## config.mk

```make
export PLATFORM = sky130hd
export DESIGN_NAME = pcx_line_rle_encoder_top
export DESIGN_NICKNAME = d
export VERILOG_FILES = /design/src/rtl/pcx_rle_pkg.sv /design/src/rtl/pcx_rle_front.sv /design/src/rtl/pcx_rle_fifo.sv /design/src/rtl/pcx_rle_back.sv /design/src/rtl/pcx_line_rle_encoder_top.sv
export SDC_FILE = /design/constraint.sdc
export NUM_CORES = 1
export LEC_CHECK = 0
export BUFFER_PORTS_ARGS = -buffer_cell sky130_fd_sc_hd__buf_2
export CORE_MARGIN = 2
export CORE_UTILIZATION = 40
export CTS_BUF_LIST = sky130_fd_sc_hd__clkbuf_4 sky130_fd_sc_hd__clkbuf_8 sky130_fd_sc_hd__clkbuf_16
export DETAILED_ROUTE_END_ITERATION = 12
export SYNTH_ARGS = -nofsm -noshare
export SYNTH_HDL_FRONTEND = slang
export SYNTH_SLANG_ARGS = --single-unit
```

## constraint.sdc

```tcl
create_clock -name clk -period 12.1 [get_ports clk]
set_clock_uncertainty 0.1 [all_clocks]
set_input_delay 0 -clock clk [delete_from_list [all_inputs] [get_ports clk]]
set_output_delay 0 -clock clk [all_outputs]
set_load 0.1 [all_outputs]
```

## src/rtl/pcx_rle_pkg.sv

```systemverilog
// shared types and constants for the pcx line rle encoder
// no dependencies; imported by every module of the block
package pcx_rle_pkg;

	localparam int PIXEL_BITS = 8;
	localparam int RUN_BITS = 6;
	localparam int LW_BITS = 15;
	localparam int DATA_BITS = 32;
	localparam int ADDR_BITS = 3;

	localparam logic [RUN_BITS-1:0] MAX_RUN = 6'd63;
	localparam logic [PIXEL_BITS-1:0] LITERAL_MAX = 8'hBF;
	localparam logic [PIXEL_BITS-1:0] COUNT_FLAG = 8'hC0;
	localparam logic [LW_BITS-1:0] LINE_WIDTH_RESET = 15'd640;

	// register index taken from paddr word bit
	localparam logic REG_LINE_WIDTH = 1'b0;

	// job queue depth, a power of two
	localparam int FIFO_DEPTH = 2;

	// byte slots of one job, sent in this order
	localparam int SLOT_A_COUNT = 0;
	localparam int SLOT_A_VALUE = 1;
	localparam int SLOT_B_COUNT = 2;
	localparam int SLOT_B_VALUE = 3;
	localparam int SLOT_COUNT = 4;

	// one classified pixel: the closed run (a) and the line flush run (b)
	typedef struct packed {
		logic [SLOT_COUNT-1:0] mask;
		logic [PIXEL_BITS-1:0] a_value;
		logic [RUN_BITS-1:0] a_len;
		logic [PIXEL_BITS-1:0] b_value;
		logic [RUN_BITS-1:0] b_len;
		logic eol;
	} job_t;

	// a run needs a count byte unless it is a single low-valued pixel
	function automatic logic count_needed(input logic [RUN_BITS-1:0] len,
			input logic [PIXEL_BITS-1:0] value);
		count_needed = (len > RUN_BITS'(1)) || (value > LITERAL_MAX);
	endfunction

	function automatic logic [PIXEL_BITS-1:0] count_byte(input logic [RUN_BITS-1:0] len);
		count_byte = COUNT_FLAG | PIXEL_BITS'(len);
	endfunction

endpackage

```

## src/rtl/pcx_rle_front.sv

```systemverilog
// front end: tracks the open run and line column, classifies each pixel
// into a job of up to four bytes; uses pcx_rle_pkg
module pcx_rle_front import pcx_rle_pkg::*; #(
	parameter int COLUMN_BITS = 15
) (
	input  logic                  clk,
	input  logic                  arst_n,
	input  logic [LW_BITS-1:0]    line_width,
	input  logic [PIXEL_BITS-1:0] pixel,
	input  logic                  take,
	output job_t                  job,
	output logic                  job_push
);

	localparam int CMP_BITS = (COLUMN_BITS >= LW_BITS) ? COLUMN_BITS + 1 : LW_BITS + 1;

	logic [PIXEL_BITS-1:0]  run_value_q;
	logic [RUN_BITS-1:0]    run_length_q;
	logic [COLUMN_BITS-1:0] column_q;

	logic                  extend;
	logic [PIXEL_BITS-1:0] new_value;
	logic [RUN_BITS-1:0]   new_len;
	logic [CMP_BITS-1:0]   width_eff;
	logic [CMP_BITS-1:0]   cap;
	logic [CMP_BITS-1:0]   next_col;
	logic                  eol;

	// effective line width: zero reads as one, capped at the column range
	always_comb begin
		cap = CMP_BITS'(1) << COLUMN_BITS;
		width_eff = CMP_BITS'(line_width);
		if (width_eff == '0) begin
			width_eff = CMP_BITS'(1);
		end
		if (width_eff > cap) begin
			width_eff = cap;
		end
		next_col = CMP_BITS'(column_q) + CMP_BITS'(1);
		eol = (next_col >= width_eff);
	end

	// run classification
	always_comb begin
		extend = (run_length_q != '0) && (pixel == run_value_q) && (run_length_q < MAX_RUN);
		new_value = extend ? run_value_q : pixel;
		new_len = extend ? run_length_q + RUN_BITS'(1) : RUN_BITS'(1);

		job = '0;
		job.a_value = run_value_q;
		job.a_len = run_length_q;
		job.b_value = new_value;
		job.b_len = new_len;
		job.eol = eol;
		if (!extend && run_length_q != '0) begin
			job.mask[SLOT_A_COUNT] = count_needed(run_length_q, run_value_q);
			job.mask[SLOT_A_VALUE] = 1'b1;
		end
		if (eol) begin
			job.mask[SLOT_B_COUNT] = count_needed(new_len, new_value);
			job.mask[SLOT_B_VALUE] = 1'b1;
		end
		job_push = take && (job.mask != '0);
	end

	// run and column state
	always_ff @(posedge clk or negedge arst_n) begin
		if (!arst_n) begin
			run_value_q <= '0;
			run_length_q <= '0;
			column_q <= '0;
		end else if (take) begin
			run_value_q <= new_value;
			if (eol) begin
				run_length_q <= '0;
				column_q <= '0;
			end else begin
				run_length_q <= new_len;
				column_q <= next_col[COLUMN_BITS-1:0];
			end
		end
	end

endmodule

```

## src/rtl/pcx_rle_fifo.sv

```systemverilog
// short job queue between the front and back ends
// depends on pcx_rle_pkg for job_t and FIFO_DEPTH
module pcx_rle_fifo import pcx_rle_pkg::*; (
	input  logic clk,
	input  logic arst_n,
	input  logic push,
	input  job_t push_job,
	input  logic pop,
	output job_t head,
	output logic head_valid,
	output logic full
);

	localparam int PTR_BITS = (FIFO_DEPTH > 1) ? $clog2(FIFO_DEPTH) : 1;
	localparam int CNT_BITS = PTR_BITS + 1;

	job_t                entry_q [FIFO_DEPTH];
	logic [PTR_BITS-1:0] wr_ptr_q;
	logic [PTR_BITS-1:0] rd_ptr_q;
	logic [CNT_BITS-1:0] count_q;

	assign head = entry_q[rd_ptr_q];
	assign head_valid = (count_q != '0);
	assign full = (count_q == CNT_BITS'(FIFO_DEPTH));

	// entry storage
	always_ff @(posedge clk) begin
		if (push) begin
			entry_q[wr_ptr_q] <= push_job;
		end
	end

	// pointers and fill count
	always_ff @(posedge clk or negedge arst_n) begin
		if (!arst_n) begin
			wr_ptr_q <= '0;
			rd_ptr_q <= '0;
			count_q <= '0;
		end else begin
			if (push) begin
				wr_ptr_q <= wr_ptr_q + PTR_BITS'(1);
			end
			if (pop) begin
				rd_ptr_q <= rd_ptr_q + PTR_BITS'(1);
			end
			if (push && !pop) begin
				count_q <= count_q + CNT_BITS'(1);
			end else if (pop && !push) begin
				count_q <= count_q - CNT_BITS'(1);
			end
		end
	end

endmodule

```

## src/rtl/pcx_rle_back.sv

```systemverilog
// back end: walks the byte slots of the head job, one byte per cycle unless
// the output stalls, into the output register; depends on pcx_rle_pkg
module pcx_rle_back import pcx_rle_pkg::*; (
	input  logic                  clk,
	input  logic                  arst_n,
	input  job_t                  head,
	input  logic                  head_valid,
	output logic                  pop,
	output logic                  out_valid,
	input  logic                  out_ready,
	output logic [PIXEL_BITS-1:0] code_byte,
	output logic                  last_of_burst,
	output logic                  line_done
);

	logic [SLOT_COUNT-1:0] left_q;
	logic                  started_q;
	logic                  out_valid_q;
	logic [PIXEL_BITS-1:0] code_byte_q;
	logic                  last_q;
	logic                  done_q;

	logic [SLOT_COUNT-1:0] cur_mask;
	logic [SLOT_COUNT-1:0] sel;
	logic [SLOT_COUNT-1:0] rem;
	logic [PIXEL_BITS-1:0] next_byte;
	logic                  fire;

	// pick the lowest pending slot
	always_comb begin
		cur_mask = started_q ? left_q : head.mask;
		sel = cur_mask & (~cur_mask + SLOT_COUNT'(1));
		rem = cur_mask & ~sel;
		fire = head_valid && (!out_valid_q || out_ready);
		pop = fire && (rem == '0);
		priority if (sel[SLOT_A_COUNT]) begin
			next_byte = count_byte(head.a_len);
		end else if (sel[SLOT_A_VALUE]) begin
			next_byte = head.a_value;
		end else if (sel[SLOT_B_COUNT]) begin
			next_byte = count_byte(head.b_len);
		end else begin
			next_byte = head.b_value;
		end
	end

	// slot progress within the head job
	always_ff @(posedge clk or negedge arst_n) begin
		if (!arst_n) begin
			started_q <= 1'b0;
			left_q <= '0;
		end else if (fire) begin
			started_q <= (rem != '0);
			left_q <= rem;
		end
	end

	// output register
	always_ff @(posedge clk or negedge arst_n) begin
		if (!arst_n) begin
			out_valid_q <= 1'b0;
		end else if (fire) begin
			out_valid_q <= 1'b1;
		end else if (out_ready) begin
			out_valid_q <= 1'b0;
		end
	end

	always_ff @(posedge clk) begin
		if (fire) begin
			code_byte_q <= next_byte;
			last_q <= (rem == '0);
			done_q <= (rem == '0) && head.eol;
		end
	end

	assign out_valid = out_valid_q;
	assign code_byte = code_byte_q;
	assign last_of_burst = last_q;
	assign line_done = done_q;

endmodule

```

## src/rtl/pcx_line_rle_encoder_top.sv

```systemverilog
// pcx line rle encoder: 8-bit pixels in, pcx run-length coded bytes out
// path: a pixel's job goes through the job queue, then its first byte into the output register
// throughput: one pixel per cycle while runs extend and the queue has room;
//   a pixel gives 0 to 4 bytes, sent one at a time on the one-byte output port
// reset: asynchronous, clears run state, column, queue; line_width to 640
// depends on pcx_rle_pkg, pcx_rle_front, pcx_rle_fifo, pcx_rle_back
module pcx_line_rle_encoder_top import pcx_rle_pkg::*; #(
	parameter int COLUMN_BITS = 15
) (
	input  logic                  clk,
	input  logic                  arst_n,
	// apb configuration port
	input  logic                  psel,
	input  logic                  penable,
	input  logic                  pwrite,
	input  logic [ADDR_BITS-1:0]  paddr,
	input  logic [DATA_BITS-1:0]  pwdata,
	output logic [DATA_BITS-1:0]  prdata,
	output logic                  pready,
	// pixel channel
	input  logic                  in_valid,
	output logic                  in_ready,
	input  logic [PIXEL_BITS-1:0] pixel,
	// code byte channel
	output logic                  out_valid,
	input  logic                  out_ready,
	output logic [PIXEL_BITS-1:0] code_byte,
	output logic                  last_of_burst,
	output logic                  line_done
);

	logic [LW_BITS-1:0] line_width_q;
	logic               reg_index;
	logic               take;
	job_t               push_job;
	logic               job_push;
	job_t               head;
	logic               head_valid;
	logic               pop;
	logic               full;

	// configuration register
	assign pready = 1'b1;
	assign reg_index = paddr[ADDR_BITS-1];

	always_ff @(posedge clk or negedge arst_n) begin
		if (!arst_n) begin
			line_width_q <= LINE_WIDTH_RESET;
		end else if (psel && penable && pwrite && pready && reg_index == REG_LINE_WIDTH) begin
			line_width_q <= pwdata[LW_BITS-1:0];
		end
	end

	assign prdata = (reg_index == REG_LINE_WIDTH) ? DATA_BITS'(line_width_q) : '0;

	// pixel beat accepted while the queue has room
	assign in_ready = !full;
	assign take = in_valid && in_ready;

	pcx_rle_front #(
		.COLUMN_BITS(COLUMN_BITS)
	) u_front (
		.clk       (clk),
		.arst_n    (arst_n),
		.line_width(line_width_q),
		.pixel     (pixel),
		.take      (take),
		.job       (push_job),
		.job_push  (job_push)
	);

	pcx_rle_fifo u_fifo (
		.clk       (clk),
		.arst_n    (arst_n),
		.push      (job_push),
		.push_job  (push_job),
		.pop       (pop),
		.head      (head),
		.head_valid(head_valid),
		.full      (full)
	);

	pcx_rle_back u_back (
		.clk          (clk),
		.arst_n       (arst_n),
		.head         (head),
		.head_valid   (head_valid),
		.pop          (pop),
		.out_valid    (out_valid),
		.out_ready    (out_ready),
		.code_byte    (code_byte),
		.last_of_burst(last_of_burst),
		.line_done    (line_done)
	);

	// end of line always closes a burst
	a_done_is_last: assert property (@(posedge clk) disable iff (!arst_n)
		out_valid && line_done |-> last_of_burst)
		else $error("line_done without last_of_burst");

	// a burst continues back to back once started
	a_burst_continues: assert property (@(posedge clk) disable iff (!arst_n)
		out_valid && out_ready && !last_of_burst |=> out_valid)
		else $error("burst broken before its last beat");

	// a job is never pushed into a full queue
	a_no_overflow: assert property (@(posedge clk) disable iff (!arst_n)
		job_push |-> !full)
		else $error("job queue overflow");

	// a line end always leaves at least one byte queued
	a_eol_pushes: assert property (@(posedge clk) disable iff (!arst_n)
		take && push_job.eol |-> job_push)
		else $error("line end produced no bytes");

endmodule
```

==> results of run 1 <==
[critical path: stages, from the launching register on]
cell	delay [ps]
dfrtp_1	450
ha_1	280
nand3_2	140
nor2_2	210
nand3_1	120
or3_1	420
xnor2_1	220
ha_1	280
and3_1	190
a221o_1	340
a41oi_2	200
o41ai_4	100
buf_4	220
o31ai_4	350
inv_1	90
ha_1	220
xor2_1	140
nor2_1	110
xor2_1	150
[layout by cell type (no fill, tap or decap), drive strengths merged, types with 3 or more instances in the layout]
cell         count
nand2b           5
or2              4
nor4             9
and2             7
ha              20
clkbuf          17
nand3           19
nor3             3
or3              4
inv             22
bufinv           4
dlygate4sd3     25
o221ai           8
conb            18
o21ai           19
a22o             7
buf             64
o31ai           12
dfrtp           51
nand2           69
clkinv           7
and3             6
mux2i           15
a32o             3
nor2            39
edfxtp          74
xor2            16
a21oi           14
mux2            17
o2bb2ai          5
xnor2           12
clkinvlp         4
a221o            3
[cell type report]
type / instances / share of cell area
clock buffers: 17 / 0.0569
clock inverters: 15 / 0.0261
flip-flops and latches: 127 / 0.475
repair buffers: 89 / 0.0786
inverters: 22 / 0.0110
well taps: 188 / 0.0315
multi-input cells: 355 / 0.321
[power groups by stage]
stage	Clock, mW	Sequential (mW)	Combinational, mW
2_1_floorplan	0	0.800	0.431
3_3_place_gp	0	0.675	0.691
3_5_place_dp	0	0.681	0.700
4_1_cts	0.546	0.674	0.708
5_1_grt	0.563	0.686	0.758
6_report	0.535	0.673	0.701
[metrics by stage]
| stage | hold WS [ps] | setup slack, ps | utilization |
|---|---|---|---|
| CTS | 137 | 7670 | 0.492 |
| global placement | 92.9 | 7690 | 0.435 |
| global route | 171 | 7400 | 0.492 |
| floorplan | -396 | 7470 | - |
| finish | 155 | 7700 | 0.492 |
| detailed placement | 113 | 7700 | 0.435 |
[sequential cells by signal (all words and copies together) (netlist names), 2 cells and up]
| signal | flops |
|---|---|
| u_back.left_q | 3 |
| u_front.run_value_q | 8 |
| u_front.column_q | 15 |
| u_front.run_length_q | 6 |
| line_width_q | 15 |
| u_back.code_byte | 8 |
| u_fifo.count_q | 2 |
| u_fifo.entry_q | 64 |
[path summary, 6_finish.rpt]
kind | start | endpoint | depth (start not counted)
worst min register to register | u_back.left_q[3] | u_back.left_q[3] | 2
min in group asynchronous | arst_n | u_front.column_q[10] | 3
worst min-delay path | in_valid | u_front.run_value_q[3] | 5
worst max register to register | u_front.column_q[0] | u_fifo.count_q[1] | 18
max in group asynchronous | arst_n | u_front.run_value_q[7] | 3
worst max-delay path | u_front.column_q[0] | u_fifo.count_q[1] | 18
[metal layers]
layer,vias to the layer above,global-route usage,part of all wire
met1,2092,0.201,0.44
li1,2042,-,-
met5,-,0,0
met4,0,0.0703,0.020
met2,93,0.284,0.50
met3,18,0.0453,0.039
[kinds of logic (layout without fill, tap and decap cells)]
| logic type | after synthesis | count (layout) | share of synthesized area |
|---|---|---|---|
| AO/OA/AOI/OAI | 84 | 84 | 0.105 |
| XOR/XNOR | 28 | 28 | 0.0394 |
| adder cells (fa/ha/maj) | 21 | 21 | 0.0419 |
| buffers and inverters | 68 | 143 | 0.0531 |
| flip-flops | 127 | 127 | 0.571 |
| multiplexers | 32 | 32 | 0.0549 |
| other | 2 | 18 | 0.00121 |
| AND/OR/NAND/NOR | 172 | 172 | 0.133 |
==> results.md, run 1 <==
* Status: complete, no violations
* Grt ovf at 0
* Routed WL at about 13000 µm
* Clock Power Share at 0.280
* Total negative slack at 0 ps
* HP Class: in -> reg
* R2R Setup Slk at 7700 ps
* Vias at 4245
* Die Wd at 129 µm
* Synth-to-Final Area Change at 20.3%
* Clock Sinks at 127
* DRC viols at 0
* DRT Pass-1 Iters at 4
* CTS Hold Bufs at 25
* Tightest Pin Transition at 1230 ps
* Switching Share at 0.403
* Clk slew on worst S/H paths at 60 ps
* Req. time, crit path at 12350 ps
* Initial detailed-routing violation count at 272
* Share of cells above drive strength 1 at 0.216
* Num CTS Buffers at 17
* Cell internal pwr at between 1 and 1.5 mW
* Sequential fraction of the synthesis area at 0.571
* Post-route ant nets at 0
* Number of flops mapped to enable cells by yosys at 74
* N_diodes at 0
* Dpl hpwl at about 8400 µm
* Post-CTS Setup Bufs at 0
* First-pass GRT wire length at 21000 µm
* Flop pwr share at 0.353
* Final hold vios at 0
* Gr usage total at 0.167
* Critical Path Fanout Max at 14
* Fill count at 1347
* Placer Congestion at 0.824
* Post-CTS sizing at 0
* Fin cells at 813
* CTS Buffer Depth at 2
* Worst EP arrival at 4640 ps
* Largest net degree at the start of global routing at 54
* Final Cell Area at 7480 µm²
* Synth Register Bits at 127
* Fraction of registers with async set/reset at 0.417
* Fin nets at 682
* Chip Height at around 130 µm
* Startpoint Class: register
* Root buf cell: clkbuf_16
* H-tree depth at 4
* Initial antenna violation count at 0
* Synth cell types at 62
* YS warnings at 0
* Vias in the first global route at ~4.2k
* Worst setup EP type: register
* RSZ-0062 raised after global routing: no
* Cells after synthesis at 534
* Die area at 16600 µm²
* IO buf count at 57
* Multi-input gate area at 2400 µm²
* Final Setup Violations at 0
* Logic pwr share at 0.367
* Maxcap violations at 0
* Synth area leaders: edfxtp_1 36%, dfrtp_1 21%, nand2_1 4.2%
* Clk_lat worst skew at 420 ps
* Tot Pwr at 1.91 mW
* Placed cells at 756
* Max IR drop VDD at 104 µV
* Core Box Area at around 15000 µm²
* Top_reg_cell synth: edfxtp_1
* Register Area at 3550 µm²
* Number of vias per cell at 5.22
* # IOs at 95
* Relative slew slack at 0.178
* CTS tree: yes
* Initial Util at 0.409
* Cell Pwr Density at 255 nW/µm²
* Row count at between 40 and 50
* Cell taking the most area after synthesis: edfxtp_1
* Sw Pwr at 0.769 mW
* Pleak at 3.22 nW
* WL/cell at between 15 and 20 µm
* Synth Cell Area at about 6200 µm²
* Synth top area share at 0.357
* DP Area at 6610 µm²
* Final Max Slew Viols at 0
* Most common cell in the netlist: edfxtp_1
* Type of the worst setup path: reg -> reg
* Tcrit/Tclk final at 0.364
* Avg Inst Size Synth at 11.6 µm²
* Crit path time final at 4400 ps
* Max frequency at 0.227 GHz
* Synth top cells by count: 74 x edfxtp_1, 69 x nand2_1, 51 x dfrtp_1
Note: power is estimated with default switching activity, not from simulation.
==> inputs of run 2 (changes only) <==
- ABC_AREA: not set -> 1
- clock period: 12.1 -> 3.65 ns (I/O delays scaled with it)
==> results.md, run 2 <==
* Synth area leaders: edfxtp_1 36%, dfrtp_1 20%, nand2_1 8.1%
* Fin nets at 813
* WL/cell at 14.4 µm
* DRC viols at 0
* Top_reg_cell synth: edfxtp_1
* Tcrit/Tclk final at 0.957
* Vias at 4716
* Largest regs: u_fifo.entry_q: 64 flops, line_width_q: 15 flops, u_front.column_q: 15 flops
* WHS at 106 ps
* Tightest Pin Transition at 1060 ps
* Synth Cell Area at approximately 6200 µm²
* IO buf count at 57
* Grt ovf at 0
* CTS tree: yes
* Placed cells at 907
* Slowest-stage cell, CP: dfrtp_1
* Most frequent cells in the layout: 133 x nand2_1, 77 x inv_1, 74 x edfxtp_1
* Post-route ant nets at 0
* Tot Pwr at 6.50 mW
* Synth top area share at 0.356
* N_diodes at 0
* Cells after synthesis at 658
* Max reg flops at 64
* Synth Register Bits at between 100 and 150
* Largest net degree at the start of global routing at 41
* Startpoint Class: register
* Row count at between 40 and 50
* Status: complete, no violations
* Core Box Area at 15300 µm²
* First-pass GRT wire length at 22200 µm
* Die Wd at 129 µm
* Cell Pwr Density at about 860 nW/µm²
* R2r worst-path depth at 20
* Number of flops mapped to enable cells by yosys at 74
* Critical Path Fanout Max at 4
* Post-layout util at 0.498
* Most common cell in the netlist: nand2_1
* Worst path max stage delay at around 400 ps
* Critical path cell sequence: ha_2, nand2_1, nor2_2, nand4_1, nor2_1, xor2_1, inv_1, ha_1, nand3_1, inv_1, nand2_1, nand2_1, nor2_4, nand4_1, nand2_2, inv_1, ha_4, a21oi_1, o21ai_1, xnor2_1
* Buf+Inv Stages, Crit Path at 3
* Largest Register: u_fifo.entry_q
* Fill count at 1374
* Sequential fraction of the synthesis area at 0.568
* Maxcap violations at 0
* Clk slew on worst S/H paths at 60 ps
* FF-to-FF End: u_fifo.count_q[1]
* Relative slew slack at 0.289
* Root buf cell: clkbuf_16
* CTS Buffer Depth at 2
* Grt met3 use at 0.0432
* Met1 usage at 0.213
* Most used routing layer: met2
* Type of the worst setup path: reg -> reg
* Cell taking the most area after synthesis: edfxtp_1
* Register Area at 3550 µm²
* Initial detailed-routing violation count at 320
* Initial antenna violation count at 0
* Final hold vios at 0
* Final Max Slew Viols at 0
* Top Family by Delay on Critical Path: simple AND/OR/NAND/NOR gates
* HP Class: in -> async
* Placer Congestion at 0.859
* Synth-to-Final Area Change at 21.7%
* Most common cell after layout, fill and taps aside: nand2_1
* H-tree depth at 4
* Routed WL at 13900 µm
* Dpl hpwl at ~9300 µm
* Worst EP arrival at between 3000 and 4000 ps
* Met2 GRT Util at 0.308
* Multi-input gate area at 2270 µm²
* Die area at 16600 µm²
* Share of cells above drive strength 1 at 0.169
* Gr usage total at 0.176
* Pleak at roughly 3.4 nW
* Synth cell types at 40
* Vias in the first global route at between 4k and 5k
* Max frequency at 0.286 GHz
* Reg2Reg Launch Point: u_front.column_q[1]
* Crit path time final at 3490 ps
* Synth top cells by count: 135 x nand2_1, 77 x inv_1, 74 x edfxtp_1
* Final Setup Violations at 0
* Chip Height at 129 µm
* Avg Inst Size Synth at 9.50 µm²
* Clock Sinks at 127
* DRT Pass-1 Iters at 6
* Number of vias per cell at 4.88
* Worst setup EP type: register
* Fin cells at 967
* Max IR drop VDD at 390 µV
* Clk_lat worst skew at ~420 ps
* RSZ-0062 raised after global routing: yes
* R2R Setup Slk at 160 ps
* # IOs at 95
* Initial Util at 0.410
* Fraction of registers with async set/reset at 0.417
* Req. time, crit path at about 3900 ps
* Num CTS Buffers at 17
* YS warnings at 0
run 2: cell types whose count changed after synthesis, sizes merged, moves of 10 or more:
cell / before / now
a21oi: 14 / 40
inv: 22 / 79
mux2: 17 / 0
nand2: 69 / 135
nand3: 19 / 33
nand4: 1 / 11
nor2: 39 / 69
nor3: 3 / 13
o21ai: 19 / 42
o31ai: 12 / 0
xnor2: 12 / 2
run 2: per-layer routing:
layer  share of wire  vias to the layer above
li1                -                     2322
met1            0.44                     2255
met2            0.51                      123
met3           0.043                       16
met4           0.011                        0
met5               0                        -
run 2: worst max path at each step:
stage	cells after the start	slack, ps	to	start
2_1_floorplan	14	150	u_fifo.entry_q[1][0]	u_front.column_q[0]
3_3_place_gp	20	270	u_fifo.count_q[1]	u_front.column_q[0]
3_5_place_dp	20	110	u_fifo.count_q[1]	u_front.column_q[1]
4_1_cts	20	90	u_fifo.count_q[1]	u_front.column_q[1]
5_1_grt	20	-30	u_fifo.count_q[1]	u_front.column_q[0]
6_report	20	160	u_fifo.count_q[1]	u_front.column_q[1]
run 2: repair_timing:
item / CTS / global route
setup endpoints to repair: 0 / 2
hold buffers: 27 / 0
buffers inserted: 0 / 1
hold endpoints to repair: 61 / 0
resized for setup: 0 / 13
run 2: through the flow:
step | setup TNS, ps | cell area, µm² | setup slack (ps)
after floorplan | 0 | 6310 | 153
after global placement | 0 | 6710 | 272
after detailed placement | 0 | 6710 | 113
after CTS | 0 | 7540 | 89.5
after global routing | -26.3 | 7600 | -26.3
final | 0 | 7600 | 156
run 2: worst reg2reg max path: stages, from the launching register on:
cell and delay [ps]:
dfrtp_1 400, ha_2 210, nand2_1 100, nor2_2 170, nand4_1 180, nor2_1 180
xor2_1 180, inv_1 90, ha_1 290, nand3_1 120, inv_1 60, nand2_1 70
nand2_1 80, nor2_4 140, nand4_1 200, nand2_2 160, inv_1 80, ha_4 240
a21oi_1 110, o21ai_1 90, xnor2_1 130
run 2: report_power, final:
| group | internal (mW) | switching (mW) | leakage (nW) |
|---|---|---|---|
| Sequential | 2.04 | 0.210 | 1.34 |
| Clock | 0.951 | 0.652 | 0.263 |
| Combinational | 0.674 | 1.98 | 1.83 |
| Total | 3.66 | 2.84 | 3.44 |
run 2: final cells by class:
cell class | instances | area share
flip-flops and latches | 127 | 0.467
multi-input cells | 424 | 0.298
repair buffers | 94 | 0.0862
clock buffers | 18 | 0.0569
inverters | 79 | 0.0397
well taps | 211 | 0.0347
clock inverters | 14 | 0.0176
run 2: cells by family after synthesis:
kind of cell	share of synthesized area
other cells	0.00120
compound gates	0.0903
mux	0.0112
simple gates	0.179
xor+xnor	0.0224
flops	0.568
buf+inv	0.0877
fa+ha+maj	0.0400
